==> config.mk <==
export PLATFORM = sky130hd
export DESIGN_NAME = dsw_window
export DESIGN_NICKNAME = d
export VERILOG_FILES = /design/src/rtl/dsw_pkg.sv /design/src/rtl/dsw_window.sv
export SDC_FILE = /design/constraint.sdc
export NUM_CORES = 1
export LEC_CHECK = 0
export BUFFER_PORTS_ARGS = -buffer_cell sky130_fd_sc_hd__buf_2
export CAP_MARGIN = 20
export CORE_MARGIN = 10
export CORE_UTILIZATION = 60
export CTS_BUF_LIST = sky130_fd_sc_hd__clkbuf_4
export DETAILED_ROUTE_END_ITERATION = 7
export HOLD_SLACK_MARGIN = 0.08
export PLACE_DENSITY = 0.95
export SLEW_MARGIN = 20
export SYNTH_ARGS = -nofsm -noshare
export SYNTH_HDL_FRONTEND = slang
export SYNTH_SLANG_ARGS = --single-unit
==> constraint.sdc <==
create_clock -name clk_i -period 9.5 [get_ports clk_i]
set_input_delay 0.95 -clock clk_i [delete_from_list [all_inputs] [get_ports clk_i]]
set_output_delay 0.95 -clock clk_i [all_outputs]
set_load 0.03 [all_outputs]
==> src/rtl/dsw_pkg.sv <==
package dsw_pkg;

  // sizes of the table and of the item fields
  localparam int unsigned MAX_DICE     = 32;
  localparam int unsigned MAX_FACES    = 64;
  localparam int unsigned TARGET_DEPTH = 1024;

  localparam int unsigned DICE_W  = 6;
  localparam int unsigned FACES_W = 7;
  localparam int unsigned TGT_W   = $clog2(TARGET_DEPTH);
  localparam int unsigned CNT_W   = 31;
  localparam int unsigned ADDR_W  = TGT_W + 1;

  localparam logic [CNT_W-1:0] MOD_RESET = 31'd1000000007;

  typedef enum logic [2:0] {
    ST_IDLE,
    ST_ROW,
    ST_TURN,
    ST_FETCH,
    ST_RESULT
  } seq_state_e;

  // control that travels with one read pair into the window update
  typedef struct packed {
    logic valid;
    logic first;
    logic virt;
    logic a_use;
    logic b_use;
    logic a_one;
    logic b_one;
  } win_ctl_t;

  // result request from the sequencer
  typedef struct packed {
    logic valid;
    logic direct;
    logic direct_val;
  } res_req_t;

endpackage

==> src/rtl/dsw_window.sv <==
module dsw_window (
  input  logic                      clk_i,
  input  dsw_pkg::win_ctl_t         ctl_i,
  input  logic [dsw_pkg::CNT_W-1:0] rdata_a_i,
  input  logic [dsw_pkg::CNT_W-1:0] rdata_b_i,
  input  logic [dsw_pkg::CNT_W-1:0] mod_i,
  input  logic                      one_i,
  output logic [dsw_pkg::CNT_W-1:0] sum_o
);

  logic [dsw_pkg::CNT_W-1:0] acc_q;
  logic [dsw_pkg::CNT_W-1:0] base;
  logic [dsw_pkg::CNT_W-1:0] add_v;
  logic [dsw_pkg::CNT_W-1:0] sub_v;
  logic [dsw_pkg::CNT_W+1:0] s0;
  logic [dsw_pkg::CNT_W+1:0] s_lo;
  logic [dsw_pkg::CNT_W+1:0] s_hi;

  // running sum (zero on the first column) plus entering value minus leaving value, folded back into [0, m)
  always_comb begin
    base = ctl_i.first ? '0 : acc_q;
    if (!ctl_i.a_use) begin
      add_v = '0;
    end else if (ctl_i.virt) begin
      add_v = {{(dsw_pkg::CNT_W-1){1'b0}}, ctl_i.a_one & one_i};
    end else begin
      add_v = rdata_a_i;
    end
    if (!ctl_i.b_use) begin
      sub_v = '0;
    end else if (ctl_i.virt) begin
      sub_v = {{(dsw_pkg::CNT_W-1){1'b0}}, ctl_i.b_one & one_i};
    end else begin
      sub_v = rdata_b_i;
    end
    s0   = {2'b00, base} + {2'b00, add_v} - {2'b00, sub_v};
    s_lo = s0 + {2'b00, mod_i};
    s_hi = s0 - {2'b00, mod_i};
    if (s0[dsw_pkg::CNT_W+1]) begin
      sum_o = s_lo[dsw_pkg::CNT_W-1:0];
    end else if (!s_hi[dsw_pkg::CNT_W+1]) begin
      sum_o = s_hi[dsw_pkg::CNT_W-1:0];
    end else begin
      sum_o = s0[dsw_pkg::CNT_W-1:0];
    end
  end

  always_ff @(posedge clk_i) begin
    if (ctl_i.valid) begin
      acc_q <= sum_o;
    end
  end

endmodule

==> metrics.md <==
| Metric | Value |
|---|---|
| Status | complete, but fails checks |
| Violations in the final reports | design-rule violations |
| NumNets Final | between 1000 and 1500 |
| Via count of the first global-routing pass | roughly 8000 |
| Initial antenna violation count | 1 |
| Post-detailed-route DRC marker count | 1 |
| Number of buffers inserted to repair setup after CTS | 0 |
| Transition time of the tightest slew-check pin | about 0.94 ns |
| CTS tree | done |
| Net count of the mapped netlist | approximately 1300 |
| Data arrival, critical path | 7.99 ns |
| Biggest regs | acc_q: 31 flops |
| Combinational family with the most area after synthesis | compound AO/OA/AOI/OAI gates |
| Count of buffers from port buffering | between 100 and 150 |
| Buffers from clock root to sink, at most | 2 |
| Basic-gate share of the synthesized area counting and, or, nand and nor cells | a little under a quarter |
| Die Footprint | about 18000 µm² |
| Data required time of the critical path | ~8.6 ns |
| Biggest register | acc_q |
| Tightest slew margin relative to the limit | a little over a third |
| Final routed wirelength across all metal layers | between 20000 and 25000 µm |
| Via total after detailed routing | approximately 8400 |
| Total number of yosys warnings | 0 |
| Count of TritonRoute iterations in the first routing pass | 8 |
| Synth Instances | 1038 |
| Proportion of register bits with asynchronous set or reset after synthesis | 0% |
| Max_cap viols | 0 |
| Overflow after GRT | 0 |
| Category of the critical setup timing path | in -> out |
| Area of the core | around 13000 µm² |
| Flip-flop count of the largest register, all copies and words added | 31 |
| Routed Antenna Nets | 0 |
| Final setup violation count | 0 |
| Share of synthesized area spent on multiplexers | 0% |
| Mapped Area | approximately 7800 µm² |
| Fraction of final layout cells with drive strength greater than 1 | 14.93% |
| Count of hold buffers inserted by post-cts repair | 0 |
| Insertion delay to the later sink of the worst-skew pair | 0.35 ns |
| Ports | 133 |
| Global-route usage over all layers | between 20% and 30% |
| Adder-cell share of the synthesized area | between 20% and 30% |
| EDFF count, synth | 31 |
| Critical path endpoint category | output pin |
| CTS Root Cell | sky130_fd_sc_hd__clkbuf_4 |
| Number of core rows | approximately 40 |
| Wire length of the first global-routing pass | approximately 40000 µm |
| H-tree depth | 2 |
| Critical-path maximum fanout | 24 |
| Pin count of the biggest net entering global routing | 39 |
| Clock Skew | between 0.008 and 0.009 ns |
| Detailed placement HPWL | roughly 20000 µm |
| Pins over their slew limit | 0 |
| Highest Clock Rate | approximately 110 MHz |
| Share of the synthesized area in compound gates (AO/OA/AOI/OAI) | between 20% and 30% |
| Post-synthesis sequential element count | 31 |
| Routability congestion estimate | around 1.0 |
| Crit start category | input port |
| Xor-xnor portion of the synthesized cell area | around 3.4% |
| Min Tclk post-route | roughly 8.9 ns |
| Most used flip-flop cell after synthesis | sky130_fd_sc_hd__edfxtp_1 |
| Post-cts repair resize count | 0 |
| Hold Crit Class | reg -> reg |
| Summed negative setup slack over all endpoints | 0 ns |
| Per-cell routed wire length | roughly 19 µm |
| Final clock period utilization by the worst path | 94.08% |
| Vias per std cell | between 6 and 7 |
| Clock-pin transition on the worst setup and hold timing paths | 0.09 ns |
| Die span in y | around 130 µm |
| Die boundary width | roughly 130 µm |
| TritonCTS Buffers | 5 |
| Post-synthesis sequential area ratio | between 10% and 20% |
| Hold slack final | roughly 1.0 ns |
| Number of DRC markers after the initial detailed-route iteration | around 1200 |
| Final hold vios | 0 |
| Mean area per synthesized cell | between 7 and 8 µm² |
| Number of clock sinks seen by CTS | 31 |
| Setup repair after global routing missed its margin | false |
| Area growth syn-to-layout | 10.58% |
| Starting utilization of the core area | between 60% and 70% |
| Count of different cell masters after synthesis | 77 |
==> cells by family (layout without fill, tap and decap cells) <==
| family | Yosys count | count (layout) |
|---|---|---|
| AOI/OAI and AO/OA | 323 | 323 |
| xor gates and xnor gates | 30 | 30 |
| adders and majority gates | 127 | 127 |
| buffers and inverters | 176 | 277 |
| DFF | 31 | 31 |
| other | 0 | 1 |
| and+or+nand+nor | 351 | 351 |
==> routing by layer <==
metal	wire length (µm)	vias up	global-route usage [%]
met2	10900	603	40.61
met4	845	0	9.553
met5	0	-	0
li1	-	3912	-
met1	9899	3765	35.22
met3	3268	72	5.863
==> critical path, cell delays in order <==
cell and delay, ns:
sky130_fd_sc_hd__buf_2 0.13, sky130_fd_sc_hd__nor2b_2 0.28, sky130_fd_sc_hd__buf_4 0.32, sky130_fd_sc_hd__nand2_1 0.14
sky130_fd_sc_hd__fa_1 0.56, sky130_fd_sc_hd__inv_1 0.05, sky130_fd_sc_hd__ha_1 0.38, sky130_fd_sc_hd__nand2_1 0.13
sky130_fd_sc_hd__or3_1 0.38, sky130_fd_sc_hd__o211ai_1 0.12, sky130_fd_sc_hd__o21ai_0 0.21, sky130_fd_sc_hd__o21ai_0 0.39
sky130_fd_sc_hd__nand3_1 0.19, sky130_fd_sc_hd__nand2_1 0.12, sky130_fd_sc_hd__xnor2_1 0.16, sky130_fd_sc_hd__ha_1 0.51
sky130_fd_sc_hd__nand3_1 0.18, sky130_fd_sc_hd__nor4_1 0.37, sky130_fd_sc_hd__nor4bb_1 0.40, sky130_fd_sc_hd__o31ai_2 0.12
sky130_fd_sc_hd__a21boi_1 0.19, sky130_fd_sc_hd__a211o_1 0.44, sky130_fd_sc_hd__nand2b_2 0.38, sky130_fd_sc_hd__buf_4 0.25
sky130_fd_sc_hd__nor2_1 0.05, sky130_fd_sc_hd__a21oi_1 0.29, sky130_fd_sc_hd__buf_2 0.27
==> metrics by stage <==
stage	setup slack [ns]	util (%)	std cells	area, µm²
after floorplan	1.604	-	1038	7785
after global placement	0.8684	67.25	1303	8521
after detailed placement	0.5088	67.25	1303	8521
after CTS	0.4832	67.85	1311	8597
after global routing	0.03981	67.94	1312	8608
final	0.5624	67.94	1312	8608
==> cell usage after synthesis (6+ instances only) <==
cell / instances / area (µm²)
sky130_fd_sc_hd__o221ai_1: 17 / 148.9
sky130_fd_sc_hd__nor2b_1: 17 / 106.4
sky130_fd_sc_hd__o21ai_0: 33 / 165.2
sky130_fd_sc_hd__ha_1: 94 / 1176
sky130_fd_sc_hd__a2111oi_0: 6 / 52.55
sky130_fd_sc_hd__a21oi_1: 87 / 435.4
sky130_fd_sc_hd__clkbuf_1: 39 / 146.4
sky130_fd_sc_hd__a211o_1: 9 / 78.83
sky130_fd_sc_hd__nand2_1: 81 / 304.0
sky130_fd_sc_hd__nor3_1: 24 / 120.1
sky130_fd_sc_hd__nand2b_1: 44 / 275.3
sky130_fd_sc_hd__xor2_1: 6 / 52.55
sky130_fd_sc_hd__or3_1: 7 / 43.79
sky130_fd_sc_hd__a31oi_1: 10 / 62.56
sky130_fd_sc_hd__xnor2_1: 24 / 210.2
sky130_fd_sc_hd__a211oi_1: 11 / 82.58
sky130_fd_sc_hd__and3_1: 11 / 68.82
sky130_fd_sc_hd__and2_1: 35 / 219.0
sky130_fd_sc_hd__a221o_1: 15 / 150.1
sky130_fd_sc_hd__inv_1: 128 / 480.5
sky130_fd_sc_hd__o211ai_1: 27 / 202.7
sky130_fd_sc_hd__a21o_1: 34 / 255.2
sky130_fd_sc_hd__fa_1: 33 / 660.6
sky130_fd_sc_hd__o31ai_1: 8 / 60.06
sky130_fd_sc_hd__nor2_1: 80 / 300.3
sky130_fd_sc_hd__buf_2: 6 / 30.03
sky130_fd_sc_hd__o21bai_1: 6 / 45.04
sky130_fd_sc_hd__edfxtp_1: 31 / 930.9
sky130_fd_sc_hd__o21a_1: 6 / 45.04
sky130_fd_sc_hd__nand3_1: 24 / 120.1
==> layout by cell type, fill, tap and decap left out, drive strengths merged, types with 4 or more instances in the layout <==
cell,synthesis,final
buf,9,141
inv,128,128
ha,94,94
a21oi,88,88
nand2,81,81
nor2,80,80
nand2b,44,44
and2,36,36
o21ai,35,35
a21o,34,34
fa,33,33
edfxtp,31,31
o211ai,27,27
nor3,24,24
xnor2,24,24
nand3,24,24
o221ai,17,17
nor2b,17,17
a221o,15,15
a211oi,12,12
and3,11,11
a31oi,10,10
a211o,9,9
o31ai,9,9
or3,7,7
a2111oi,7,7
o21a,6,6
o21bai,6,6
xor2,6,6
nor3b,5,5
o22ai,5,5
a22o,5,5
clkbuf,39,5
or2,4,4
or4,4,4
nor4,4,4
o41ai,4,4
==> final cells by class <==
type / count / area (µm²)
fill: 1082 / 4063
timing repair buffer: 141 / 728.2
clock buffer: 5 / 37.54
sequential: 31 / 930.9
antenna: 1 / 2.502
multi-input combinational: 831 / 6175
inverter: 128 / 480.5
clock inverter: 3 / 38.79
tap: 172 / 215.2
==> worst paths after layout <==
path / start / endpoint / depth (start not counted) / slack, ns
max: ctl_i[4] / sum_o[17] / 27 / 0.56
min reg2reg: acc_q[0] / acc_q[0] / 5 / 1.03
max reg2reg: acc_q[1] / acc_q[22] / 22 / 2.82
min: acc_q[0] / acc_q[0] / 5 / 1.03
Power is left out: the tool's default activity adds up to more than one toggle a clock period on the data nets, which glitch-free logic cannot reach.
