### config.mk
export PLATFORM = sky130hd
export DESIGN_NAME = dsw_seq
export DESIGN_NICKNAME = d
export VERILOG_FILES = /design/src/rtl/dsw_pkg.sv /design/src/rtl/dsw_seq.sv
export SDC_FILE = /design/constraint.sdc
export NUM_CORES = 1
export LEC_CHECK = 0
export BUFFER_PORTS_ARGS = -buffer_cell sky130_fd_sc_hd__buf_2
export CAP_MARGIN = 20
export CORE_UTILIZATION = 35
export DETAILED_ROUTE_END_ITERATION = 8
export PLACE_DENSITY_LB_ADDON = 0.15
export SYNTH_ARGS = -nofsm -noshare
export SYNTH_HDL_FRONTEND = slang
export SYNTH_SLANG_ARGS = --single-unit
### constraint.sdc
create_clock -name clk_i -period 5.7 [get_ports clk_i]
set_clock_uncertainty 0.05 [all_clocks]
set_input_delay 1.14 -clock clk_i [delete_from_list [all_inputs] [get_ports clk_i]]
set_output_delay 1.14 -clock clk_i [all_outputs]
set_load 0.01 [all_outputs]
### src/rtl/dsw_pkg.sv
package dsw_pkg;

  // sizes of the table and of the item fields
  localparam int unsigned MAX_DICE     = 32;
  localparam int unsigned MAX_FACES    = 64;
  localparam int unsigned TARGET_DEPTH = 1024;

  localparam int unsigned DICE_W  = 6;
  localparam int unsigned FACES_W = 7;
  localparam int unsigned TGT_W   = $clog2(TARGET_DEPTH);
  localparam int unsigned CNT_W   = 31;
  localparam int unsigned ADDR_W  = TGT_W + 1;

  localparam logic [CNT_W-1:0] MOD_RESET = 31'd1000000007;

  typedef enum logic [2:0] {
    ST_IDLE,
    ST_ROW,
    ST_TURN,
    ST_FETCH,
    ST_RESULT
  } seq_state_e;

  // control that travels with one read pair into the window update
  typedef struct packed {
    logic valid;
    logic first;
    logic virt;
    logic a_use;
    logic b_use;
    logic a_one;
    logic b_one;
  } win_ctl_t;

  // result request from the sequencer
  typedef struct packed {
    logic valid;
    logic direct;
    logic direct_val;
  } res_req_t;

endpackage

### src/rtl/dsw_seq.sv
module dsw_seq (
  input  logic                        clk_i,
  input  logic                        rst_ni,
  input  logic                        start,
  input  logic [dsw_pkg::DICE_W-1:0]  num_dice_i,
  input  logic [dsw_pkg::FACES_W-1:0] faces_i,
  input  logic [dsw_pkg::TGT_W-1:0]   target_sum_i,
  input  logic [dsw_pkg::CNT_W-1:0]   modulus_i,
  output logic                        busy,
  output logic [dsw_pkg::ADDR_W-1:0]  raddr_a_o,
  output logic [dsw_pkg::ADDR_W-1:0]  raddr_b_o,
  output logic [dsw_pkg::ADDR_W-1:0]  waddr_o,
  output dsw_pkg::win_ctl_t           ctl_o,
  output logic [dsw_pkg::CNT_W-1:0]   mod_o,
  output logic                        one_o,
  output dsw_pkg::res_req_t           res_o
);

  dsw_pkg::seq_state_e state_q, state_d;
  logic [dsw_pkg::DICE_W-1:0]  nd_q, nd_d;
  logic [dsw_pkg::FACES_W-1:0] nf_q, nf_d;
  logic [dsw_pkg::TGT_W-1:0]   tg_q, tg_d;
  logic [dsw_pkg::CNT_W-1:0]   m_q, m_d;
  logic                        one_q, one_d;
  logic [dsw_pkg::DICE_W-1:0]  d_q, d_d;
  logic [dsw_pkg::TGT_W-1:0]   t_q, t_d;
  dsw_pkg::win_ctl_t           ctl_q, ctl_d;
  logic [dsw_pkg::ADDR_W-1:0]  waddr_q, waddr_d;
  dsw_pkg::res_req_t           res_q, res_d;
  logic [dsw_pkg::DICE_W-1:0]  nd_sat;
  logic [dsw_pkg::FACES_W-1:0] nf_sat;
  logic [dsw_pkg::TGT_W:0]     t_ext;
  logic [dsw_pkg::TGT_W:0]     nf_ext;

  always_ff @(posedge clk_i or negedge rst_ni) begin
    if (!rst_ni) begin
      state_q <= dsw_pkg::ST_IDLE;
      ctl_q   <= '0;
      res_q   <= '0;
    end else begin
      state_q <= state_d;
      ctl_q   <= ctl_d;
      res_q   <= res_d;
    end
  end

  always_ff @(posedge clk_i) begin
    nd_q    <= nd_d;
    nf_q    <= nf_d;
    tg_q    <= tg_d;
    m_q     <= m_d;
    one_q   <= one_d;
    d_q     <= d_d;
    t_q     <= t_d;
    waddr_q <= waddr_d;
  end

  always_comb begin
    nd_sat = (num_dice_i > dsw_pkg::DICE_W'(dsw_pkg::MAX_DICE)) ?
             dsw_pkg::DICE_W'(dsw_pkg::MAX_DICE) : num_dice_i;
    nf_sat = (faces_i > dsw_pkg::FACES_W'(dsw_pkg::MAX_FACES)) ?
             dsw_pkg::FACES_W'(dsw_pkg::MAX_FACES) : faces_i;
    t_ext  = {1'b0, t_q};
    nf_ext = (dsw_pkg::TGT_W+1)'(nf_q);

    state_d = state_q;
    nd_d    = nd_q;
    nf_d    = nf_q;
    tg_d    = tg_q;
    m_d     = m_q;
    one_d   = one_q;
    d_d     = d_q;
    t_d     = t_q;
    waddr_d = waddr_q;
    ctl_d   = '0;
    res_d   = '0;

    // reads look one and faces+1 places back in the previous row
    raddr_a_o = {~d_q[0], t_q - dsw_pkg::TGT_W'(1)};
    raddr_b_o = {~d_q[0], t_q - dsw_pkg::TGT_W'(1) - dsw_pkg::TGT_W'(nf_q)};

    case (state_q)
      dsw_pkg::ST_IDLE: begin
        if (start) begin
          nd_d  = nd_sat;
          nf_d  = nf_sat;
          tg_d  = target_sum_i;
          m_d   = (modulus_i < dsw_pkg::CNT_W'(2)) ? dsw_pkg::CNT_W'(1) : modulus_i;
          one_d = (modulus_i >= dsw_pkg::CNT_W'(2));
          if (nd_sat == '0) begin
            res_d.valid      = 1'b1;
            res_d.direct     = 1'b1;
            res_d.direct_val = (target_sum_i == '0) &&
                               (modulus_i >= dsw_pkg::CNT_W'(2));
          end else begin
            d_d     = dsw_pkg::DICE_W'(1);
            t_d     = '0;
            state_d = dsw_pkg::ST_ROW;
          end
        end
      end
      dsw_pkg::ST_ROW: begin
        ctl_d.valid = 1'b1;
        ctl_d.first = (t_q == '0);
        ctl_d.virt  = (d_q == dsw_pkg::DICE_W'(1));
        ctl_d.a_use = (t_q != '0);
        ctl_d.b_use = (t_ext > nf_ext);
        ctl_d.a_one = (t_q == dsw_pkg::TGT_W'(1));
        ctl_d.b_one = (t_ext == nf_ext + (dsw_pkg::TGT_W+1)'(1));
        waddr_d     = {d_q[0], t_q};
        if (t_q == tg_q) begin
          state_d = dsw_pkg::ST_TURN;
        end else begin
          t_d = t_q + dsw_pkg::TGT_W'(1);
        end
      end
      dsw_pkg::ST_TURN: begin
        // last write of the row lands here before the next row reads it
        if (d_q == nd_q) begin
          state_d = dsw_pkg::ST_FETCH;
        end else begin
          d_d     = d_q + dsw_pkg::DICE_W'(1);
          t_d     = '0;
          state_d = dsw_pkg::ST_ROW;
        end
      end
      dsw_pkg::ST_FETCH: begin
        raddr_a_o = {nd_q[0], tg_q};
        state_d   = dsw_pkg::ST_RESULT;
      end
      dsw_pkg::ST_RESULT: begin
        // keep the final entry on the read port for the result register
        raddr_a_o   = {nd_q[0], tg_q};
        res_d.valid = 1'b1;
        state_d     = dsw_pkg::ST_IDLE;
      end
      default: begin
        state_d = dsw_pkg::ST_IDLE;
      end
    endcase
  end

  assign busy    = (state_q != dsw_pkg::ST_IDLE);
  assign waddr_o = waddr_q;
  assign ctl_o   = ctl_q;
  assign mod_o   = m_q;
  assign one_o   = one_q;
  assign res_o   = res_q;

  a_ctl_from_row: assert property (@(posedge clk_i) disable iff (!rst_ni)
    ctl_q.valid |-> $past(state_q) == dsw_pkg::ST_ROW)
    else $error("window update without a row read");

  a_t_bound: assert property (@(posedge clk_i) disable iff (!rst_ni)
    state_q == dsw_pkg::ST_ROW |-> t_q <= tg_q)
    else $error("column beyond target");

  a_d_bound: assert property (@(posedge clk_i) disable iff (!rst_ni)
    state_q == dsw_pkg::ST_ROW |-> (d_q != '0) && (d_q <= nd_q))
    else $error("row index out of range");

  a_b_after_a: assert property (@(posedge clk_i) disable iff (!rst_ni)
    ctl_q.b_use |-> ctl_q.a_use)
    else $error("leaving entry without entering entry");

  a_res_idle: assert property (@(posedge clk_i) disable iff (!rst_ni)
    res_q.valid |-> state_q == dsw_pkg::ST_IDLE)
    else $error("result while still busy");

endmodule

==> flow_metrics.env, run 1 <==
export IMPL_dp_hpwl_microns=8610
export IMPL_ant_nets=0
export IMPL_cts_hold_buf=0
export IMPL_hold_slack_ns=0.491
export IMPL_grt_setup_unrepaired="false"
export IMPL_drc=0
export IMPL_path_cells="or4_4 -> or2_1 -> xnor2_1 -> ha_1 -> a21o_1 -> nor3_1 -> nand3_1 -> a21oi_1 -> xnor2_1 -> buf_2"
export IMPL_synth_seq_cells=95
export IMPL_p_comb_frac=0.023
export IMPL_ir_drop_uv=174
export IMPL_drive_gt1_frac=0.313
export IMPL_clkPwrFrac=0.417
export IMPL_hp_class="reg2reg"
export IMPL_grt_pass1_vias=3313
export IMPL_cpLargestDelayFamily="simple AND/OR/NAND/NOR gates"
export IMPL_startpoint_type="register"
export IMPL_syn_area_sq_um=4750
export IMPL_place_gp_congestion=0.847
export IMPL_yosys_warnings=0
export IMPL_drt_wl_total_microns=11000
export IMPL_chipWidth_microns=119
export IMPL_cp_max_fo=13
export IMPL_wl_per_cell_microns=15.9
export IMPL_slowest_delay_ns=0.65
export IMPL_slew_viol_final=0
export IMPL_syn_inst=410
export IMPL_worstSetupPathType="reg2out"
export IMPL_powerDensity_nw_per_um2=232
export IMPL_fp_coreArea_sq_um=13200
export IMPL_fmax_ghz=0.222
export IMPL_grt_pass1_wl_microns=17500
export IMPL_drt_initial_drc_count=161
export IMPL_outcome="finished, final reports clean"
export IMPL_cts_made_buffers=9
export IMPL_clock_latency_ns=0.35
export IMPL_via_per_inst=4.87
export IMPL_crit_buf_inv=1
export IMPL_portBuffers=132
export IMPL_syn_num_nets=488
export IMPL_num_nets_final=591
export IMPL_finalHoldViolCount=0
export IMPL_start_util=0.359
export IMPL_cts_setup_buffers=0
export IMPL_ys_types=42
export IMPL_cts_tree="done"
export IMPL_ios=133
export IMPL_max_cap_violations=0
export IMPL_worst_path_max_delay_cell="or4_4"
export IMPL_row_count=42
export IMPL_crit_top_cell="xnor2_1"
export IMPL_ctsResizeCount=0
export IMPL_syn2layout_area_growth_pct=21.5
export IMPL_p_int_mw=1.07
export IMPL_slew_headroom=0.316
export IMPL_cts_sinks=95
export IMPL_finalSetupViolCount=0
export IMPL_dieArea_sq_um=14000
export IMPL_syn_area_per_cell_sq_um=11.6
export IMPL_arrival_ns=3.32
export IMPL_grt_ovfl_total=0
export IMPL_post_route_min_period_ns=4.51
export IMPL_tightest_slew_ns=1.03
export IMPL_clockBufferDepth=2
export IMPL_synth_flop_cell="edfxtp_1"
export IMPL_die_h_microns=119
export IMPL_fin_setup_tns_ns=0
export IMPL_root_buffer="clkbuf_16"
export IMPL_clk_pin_slew_worst_paths_ns=0.07
export IMPL_crit_required_ns=4.51
export IMPL_grt_use_total=0.165
export IMPL_dr_pass1_iters=4
export IMPL_synth_edff_count=82
export IMPL_antennaDiodeCount=0
export IMPL_final_util=0.436
export IMPL_power_leakage_nw=2.38
export IMPL_p_switching_mw=0.275
export IMPL_seqPwrFrac=0.560
export IMPL_grt_max_degree=37
export IMPL_grt_antenna_before_repair=0
export IMPL_vias=3383
export IMPL_switching_share=0.205
export IMPL_cts_htree_levels=3
export IMPL_synthArstFlopShare=0.137
export IMPL_end_kind="output pin"
export IMPL_synth_seq_area_share=0.587
export IMPL_fin_crit_sh=0.792
[logic make-up after synthesis]
group	share of synthesized area
AND/OR/NAND/NOR	0.145
XOR/XNOR	0.0903
multiplexers	0.0142
flip-flops	0.587
AO/OA/AOI/OAI	0.0577
buffers and inverters	0.0487
adder cells (fa/ha/maj)	0.0569
[worst register-to-register path, delay by kind of cell (launching register included)]
| family | cells | cell delay [ns] |
|---|---|---|
| AOI/OAI and AO/OA | 2 | 1.20 |
| buffers and inverters | 1 | 0.59 |
| DFF | 1 | 0.44 |
| and+or+nand+nor | 2 | 0.43 |
[path summary, 6_finish.rpt]
check	from	to	slack [ns]	cells after the start
min reg2reg	state_q[2]	state_q[2]	0.49	1
max	t_q[4]	raddr_b_o[9]	1.19	10
max in group asynchronous	rst_ni	ctl_o[0]	4.73	1
max reg2reg	state_q[2]	t_q[4]	2.60	5
min	state_q[2]	state_q[2]	0.49	1
min in group asynchronous	rst_ni	ctl_o[4]	0.63	1
[cells in the final DEF (no fill, tap or decap), drive strengths merged, types with 5 or more instances in the layout]
master,count
o21ai,17
dfrtp,13
xnor2,28
nand3,13
xor2,21
nor2b,15
nor4,15
edfxtp,82
clkbuf,10
a21oi,12
or2,5
nor2,33
nor3,9
nand2,20
ha,20
nand4,6
buf,134
inv,20
mux2,6
[final cells by class]
cell class / instances / area, sq um
Timing Repair Buffer: 134 / 688
Inverter: 19 / 71.3
Tap cell: 176 / 220
Clock buffer: 10 / 229
Clock inverter: 6 / 46.3
Fill cell: 1288 / 7470
Multi-Input combinational cell: 254 / 1730
Sequential cell: 95 / 2790
[layer usage]
layer / vias up / part of all wire / global-route usage
met4: 0 / 0.020 / 0.0688
met3: 16 / 0.086 / 0.0584
met5: - / 0 / 0
met2: 137 / 0.44 / 0.250
met1: 1578 / 0.45 / 0.215
li1: 1652 / - / -
[flip-flops by register name, indices dropped and copies added (netlist names)]
register and flops:
tg_q 10, one_o 1, t_q 10, mod_o 31
ctl_o 7, res_o 3, nf_q 7, d_q 6
waddr_o 11, state_q 3, nd_q 6
[cells in the mapped netlist, drive strengths merged, types with 2 or more instances]
library cell / instances / share of area
a211oi: 3 / 0.0047
a21o: 3 / 0.0047
a21oi: 12 / 0.013
a31oi: 2 / 0.0026
and3: 4 / 0.0053
buf: 3 / 0.0029
clkbuf: 39 / 0.031
dfrtp: 13 / 0.068
edfxtp: 82 / 0.52
ha: 20 / 0.053
inv: 19 / 0.015
mux2: 6 / 0.014
nand2: 20 / 0.016
nand3: 13 / 0.014
nand3b: 2 / 0.0032
nand4: 6 / 0.0079
nor2: 33 / 0.026
nor2b: 15 / 0.020
nor3: 9 / 0.0095
nor4: 15 / 0.020
nor4b: 2 / 0.0050
o21a: 2 / 0.0032
o21ai: 17 / 0.018
or2: 5 / 0.0066
or3: 3 / 0.0040
or4: 4 / 0.0071
xnor2: 28 / 0.052
xor2: 21 / 0.039
[power by group through the flow]
stage	combinational, mW	clock [mW]	sequential, mW
after floorplan	0.0114	0	0.766
after global placement	0.0311	0	0.766
after detailed placement	0.0321	0	0.766
after CTS	0.0320	0.570	0.751
after global routing	0.0353	0.597	0.751
final	0.0315	0.559	0.751
[per-stage QoR]
stage / setup slack [ns] / instance area (sq um) / cells / power, mW
after floorplan: 1.95 / 4750 / 410 / 0.778
final: 1.19 / 5770 / 694 / 1.34
after global placement: 1.58 / 5470 / 676 / 0.797
after global routing: 0.948 / 5770 / 694 / 1.38
after CTS: 1.14 / 5770 / 694 / 1.35
after detailed placement: 1.53 / 5500 / 678 / 0.798
Power figures use the tool's default switching activity.
==> run 2, diff against run 1 <==
- ABC_AREA: not set -> 1
- clock period: 5.7 -> 3.7 ns (I/O delays scaled with it)
==> run 2 against run 1 <==
  * Die area is 6.2% higher
  * Setup slack worse by 0.96 ns
  * Non-clock buffer count is 15 higher
  * Register-to-register slack worse by 0.87 ns
  * Core utilization is 0.92 points higher
  * Wire length is 10% higher
  * Clock power is 66% higher
  * Count of clock-buffer cells in the layout is 1 lower
  * Combinational power grew to 95 times the previous value
  * Synthesized cell count is 27% higher
  * Hold slack worse by 0.23 ns
  * Critical path type unchanged
==> flow_metrics.env, run 2 <==
export IMPL_cts_htree_levels=3
export IMPL_synth_edff_count=82
export IMPL_cts_tree="done"
export IMPL_syn_area_per_cell_sq_um=9.67
export IMPL_crit_buf_inv=3
export IMPL_grt_ovfl_total=0
export IMPL_ys_types=40
export IMPL_synthTopCellsByArea="edfxtp_1, dfrtp_1, nand2_1, nor2_1, ha_1"
export IMPL_synth_top_area_share=0.488
export IMPL_place_gp_congestion=0.836
export IMPL_slew_viol_final=0
export IMPL_rr_startpoint="state_q[1]"
export IMPL_setup_worst_path_end="raddr_b_o[7]"
export IMPL_syn_area_sq_um=5050
export IMPL_crit_required_ns=2.91
export IMPL_tightest_slew_ns=0.619
export IMPL_startpoint_type="register"
export IMPL_slowest_delay_ns=0.41
export IMPL_fmax_ghz=0.288
export IMPL_dp_hpwl_microns=9530
export IMPL_synth_flop_cell="edfxtp_1"
export IMPL_cts_sinks=95
export IMPL_crit_start="t_q[0]"
export IMPL_grt_pass1_vias=3683
export IMPL_via_per_inst=4.66
export IMPL_hp_class="in2async"
export IMPL_ir_drop_uv=350
export IMPL_clk_pin_slew_worst_paths_ns=0.07
export IMPL_fin_crit_sh=0.940
export IMPL_antennaDiodeCount=0
export IMPL_cp_depth=10
export IMPL_rr_worst_depth=4
export IMPL_path_cells="inv_2 -> ha_4 -> xor2_1 -> ha_1 -> a21oi_1 -> o21ai_0 -> a21oi_2 -> buf_4 -> xnor2_1 -> buf_2"
export IMPL_cts_made_buffers=9
export IMPL_finalHoldViolCount=0
export IMPL_synthArstFlopShare=0.137
export IMPL_power_total_mw=5.70
export IMPL_reg2reg_to="nf_q[0]"
export IMPL_regToRegSetupSlack_ns=1.73
export IMPL_portBuffers=132
export IMPL_wl_per_cell_microns=14.8
export IMPL_layout_commonest_cell="buf_2"
export IMPL_power_leakage_nw=2.85
export IMPL_cpLargestDelayFamily="compound AO/OA/AOI/OAI gates"
export IMPL_syn2layout_area_growth_pct=23.3
export IMPL_syn_inst=522
export IMPL_finalSetupViolCount=0
export IMPL_root_buffer="clkbuf_16"
export IMPL_row_count=43
export IMPL_post_route_min_period_ns=3.48
export IMPL_ys_top_cells_by_count="nand2_1, edfxtp_1, nor2_1"
export IMPL_dr_pass1_iters=5
export IMPL_fp_coreArea_sq_um=14000
export IMPL_dieArea_sq_um=14900
export IMPL_fill_cells=1400
export IMPL_yosysMostFrequentCell="nand2_1"
export IMPL_die_h_microns=122
export IMPL_ios=133
export IMPL_largest_reg_flops=31
export IMPL_grt_antenna_before_repair=0
export IMPL_drt_initial_drc_count=223
export IMPL_num_nets_final=720
export IMPL_synth_seq_cells=95
export IMPL_powerDensity_nw_per_um2=915
export IMPL_chipWidth_microns=122
export IMPL_start_util=0.361
export IMPL_worst_path_max_delay_cell="edfxtp_1"
export IMPL_cp_max_fo=5
export IMPL_slew_headroom=0.588
export IMPL_grt_max_degree=50
export IMPL_arrival_ns=2.69
export IMPL_ant_nets=0
export IMPL_grt_pass1_wl_microns=18900
export IMPL_drc=0
export IMPL_syn_num_nets=600
export IMPL_clockBufferDepth=2
export IMPL_clock_latency_ns=0.35
export IMPL_end_kind="output pin"
export IMPL_synth_seq_area_share=0.552
export IMPL_cts_hold_buf=0
export IMPL_worstSetupPathType="reg2out"
export IMPL_final_util=0.445
export IMPL_max_cap_violations=0
export IMPL_outcome="finished, final reports clean"
export IMPL_yosys_warnings=0
export IMPL_vias=3853
export IMPL_drt_wl_total_microns=12200
export IMPL_drive_gt1_frac=0.301
export IMPL_synth_largest_area_cell="edfxtp_1"
export IMPL_layout_common_cells="buf_2, nand2_1, edfxtp_1"
export IMPL_grt_use_total=0.170
## run 2: changes by cell type in the layout (fill, tap and decap cells not counted), sizes merged, moves of 5 or more
cell,delta
nor2,+45
buf,+15
inv,+41
xnor2,-22
nor2b,-15
nand2,+70
nor4,-10
a21oi,+10
nand3,+17
mux2,-5
## run 2: metal layers
metal / part of all wire / global-route usage
met1: 0.46 / 0.225
met4: 0.0092 / 0.0434
met3: 0.085 / 0.0641
met2: 0.45 / 0.261
met5: 0 / 0
## run 2: worst min path at each step
| stage | start | end | slack, ns | cells past startpoint |
|---|---|---|---|---|
| after floorplan | rst_ni | ctl_o[0] | 0.39 | 0 |
| after global placement | state_q[2] | state_q[2] | 0.45 | 1 |
| after detailed placement | state_q[2] | state_q[2] | 0.46 | 1 |
| after CTS | rst_ni | state_q[2] | 0.26 | 1 |
| after global routing | rst_ni | res_o[2] | 0.27 | 1 |
| final | rst_ni | ctl_o[0] | 0.26 | 1 |
## run 2: layout make-up
class	instances	area, sq um	share of cell area
Clock buffer	9	225	0.0362
Clock inverter	7	72.6	0.0117
Inverter	60	228	0.0366
Multi-Input combinational cell	327	1900	0.305
Sequential cell	95	2790	0.448
Tap cell	180	225	0.0362
Timing Repair Buffer	149	788	0.127
## run 2: logic make-up after synthesis
group / synth area share
fa+ha+maj: 0.0535
mux: 0.00223
buf+inv: 0.0788
compound gates: 0.0481
simple gates: 0.210
flops: 0.552
xor+xnor: 0.0555
## run 2: worst register-to-register path: cells and delay by family (launching register included)
kind / cells / cell delay [ns]
AND/OR/NAND/NOR: 3 / 0.57
buffers and inverters: 1 / 0.54
flip-flops: 1 / 0.41
## run 2: report_power, final
part	leakage (nW)	switching [mW]	internal [mW]
sequential	0.949	0.193	1.59
combinational	1.76	1.87	1.11
clock	0.149	0.403	0.526
total	2.85	2.47	3.23
## run 2: timing repair
item,4_1_cts,5_1_grt
pin swaps,1,4
endpoints found under the setup margin,2,2
gates resized for setup,2,7
setup buffers,1,5
hold endpoints to repair,0,0
## run 2: through the flow
| step | hold slack, ns | std cells | area [sq um] | setup slack (ns) | TNS (ns) |
|---|---|---|---|---|---|
| after floorplan | 0.394 | 522 | 5050 | 0.115 | 0 |
| after global placement | 0.451 | 805 | 5860 | 0.318 | 0 |
| after detailed placement | 0.463 | 805 | 5860 | 0.174 | 0 |
| after CTS | 0.257 | 822 | 6160 | 0.00483 | 0 |
| after global routing | 0.266 | 827 | 6230 | -0.0266 | -0.0279 |
| final | 0.261 | 827 | 6230 | 0.223 | 0 |
==> run 3, diff against run 2 <==
- CORE_UTILIZATION: 35 -> 48
- clock period: 3.7 -> 4.5 ns (I/O delays scaled with it)
==> run 3 against run 2 <==
  * Power fell by 23%
  * Sequential share of layout area rose by 1.9 points
  * Die area shrank 27%
  * Count of clock-buffer cells in the layout grew 2
  * Register-to-register slack better by 0.24 ns
  * Critical path depth grew 4
  * Global-route usage increased by 4.5 points
  * Critical endpoint is now raddr_b_o[9]
  * Largest cell class unchanged
==> flow_metrics.env, run 3 (synthesis results as in run 2) <==
export IMPL_outcome="finished, final reports clean"
export IMPL_die_h_microns=105
export IMPL_cts_sinks=95
export IMPL_dieArea_sq_um=10900
export IMPL_crit_required_ns=3.55
export IMPL_grt_pass1_vias=3776
export IMPL_dp_cells=753
export IMPL_post_route_min_period_ns=4.20
export IMPL_num_nets_final=706
export IMPL_grt_use_total=0.215
export IMPL_crit_top_cell="nand2_1"
export IMPL_hp_class="in2async"
export IMPL_ios=133
export IMPL_final_util=0.582
export IMPL_vias=3852
export IMPL_syn2layout_area_growth_pct=18.4
export IMPL_powerDensity_nw_per_um2=733
export IMPL_cts_setup_buffers=0
export IMPL_drt_initial_drc_count=226
export IMPL_cp_max_fo=8
export IMPL_cts_tree="done"
export IMPL_fin_crit_sh=0.933
export IMPL_clockBufferDepth=2
export IMPL_fp_coreArea_sq_um=10300
export IMPL_clk_pin_slew_worst_paths_ns=0.10
export IMPL_end_kind="output pin"
export IMPL_path_cells="inv_1 -> ha_1 -> nand2_2 -> nor3_1 -> xor2_1 -> ha_1 -> a21oi_1 -> o21ai_0 -> a21oi_1 -> nand2_1 -> nor2_1 -> nand2_1 -> nand2_1 -> buf_2"
export IMPL_largest_reg_flops=31
export IMPL_cts_made_buffers=9
export IMPL_drc=0
export IMPL_drt_wl_total_microns=11200
export IMPL_row_count=37
export IMPL_grt_antenna_before_repair=0
export IMPL_power_total_mw=4.39
export IMPL_ctsResizeCount=0
export IMPL_instances_no_fill=769
export IMPL_drive_gt1_frac=0.278
export IMPL_cts_hold_buf=0
export IMPL_via_per_inst=5.01
export IMPL_clock_latency_ns=0.36
export IMPL_ir_drop_uv=325
export IMPL_worst_path_max_delay_cell="edfxtp_1"
export IMPL_dr_pass1_iters=5
export IMPL_root_buffer="clkbuf_8"
export IMPL_fin_setup_tns_ns=0
export IMPL_grt_setup_unrepaired="false"
export IMPL_wl_per_cell_microns=14.6
export IMPL_worst_slack_ns=0.301
export IMPL_grt_ovfl_total=0
export IMPL_arrival_ns=3.25
export IMPL_slew_headroom=0.338
export IMPL_ant_nets=0
export IMPL_layout_commonest_cell="buf_2"
export IMPL_startpoint_type="register"
export IMPL_worstSetupPathType="reg2out"
export IMPL_slew_viol_final=0
export IMPL_max_cap_violations=0
export IMPL_portBuffers=132
export IMPL_antennaDiodeCount=0
export IMPL_tightest_slew_ns=0.990
export IMPL_fmax_ghz=0.238
export IMPL_start_util=0.491
export IMPL_pre_cts_slack_ns=0.711
export IMPL_dp_hpwl_microns=8610
export IMPL_slowest_delay_ns=0.55
export IMPL_grt_pass1_wl_microns=18000
export IMPL_chipWidth_microns=105
export IMPL_finalHoldViolCount=0
export IMPL_cts_htree_levels=3
export IMPL_power_leakage_nw=2.75
export IMPL_finalSetupViolCount=0
export IMPL_place_gp_congestion=0.958
export IMPL_grt_max_degree=33
export IMPL_rr_worst_depth=9
export IMPL_layout_common_cells="buf_2, nand2_1, edfxtp_1"
run 3: per-layer routing:
metal,part of all wire,wire length (microns),vias to the layer above,global-route usage
met1,0.43,4790,1756,0.268
met4,0.015,173,0,0.0694
li1,-,-,1923,-
met3,0.083,928,13,0.0649
met2,0.47,5320,160,0.356
met5,0,0,-,0
run 3: report_power, final:
part           switching, mW  internal, mW
combinational           1.39         0.798
clock                  0.312         0.349
sequential             0.223          1.31
total                   1.93          2.46
run 3: path summary, 6_finish.rpt:
| path | start | endpoint | slack (ns) |
|---|---|---|---|
| min reg2reg | state_q[2] | state_q[2] | 0.47 |
| max in group asynchronous | rst_ni | state_q[0] | 3.74 |
| max | t_q[0] | raddr_b_o[9] | 0.30 |
| max reg2reg | t_q[6] | t_q[9] | 1.97 |
| min | rst_ni | ctl_o[4] | 0.38 |
| min in group clk_i | state_q[2] | state_q[2] | 0.47 |
run 3: worst max-delay path: cells and delay by family, from the launching register on:
family	cells	cell delay, ns
and+or+nand+nor	6	0.59
AOI/OAI and AO/OA	3	0.58
adders and majority gates	2	0.56
DFF	1	0.55
buffers and inverters	2	0.37
xor gates and xnor gates	1	0.23
run 3: cell type report:
type                       instances  area, sq um
sequential                        95         2790
timing repair buffer             135          683
clock buffer                      11          151
fill                             935         4300
inverter                          60          228
multi-input combinational        327         1870
clock inverter                     5         87.6
tap                              136          170
run 3: through the flow:
step,hold WS [ns],area [sq um]
2_1_floorplan,0.394,5050
3_3_place_gp,0.451,5740
3_5_place_dp,0.459,5740
4_1_cts,0.399,5980
5_1_grt,0.385,5980
6_report,0.378,5980
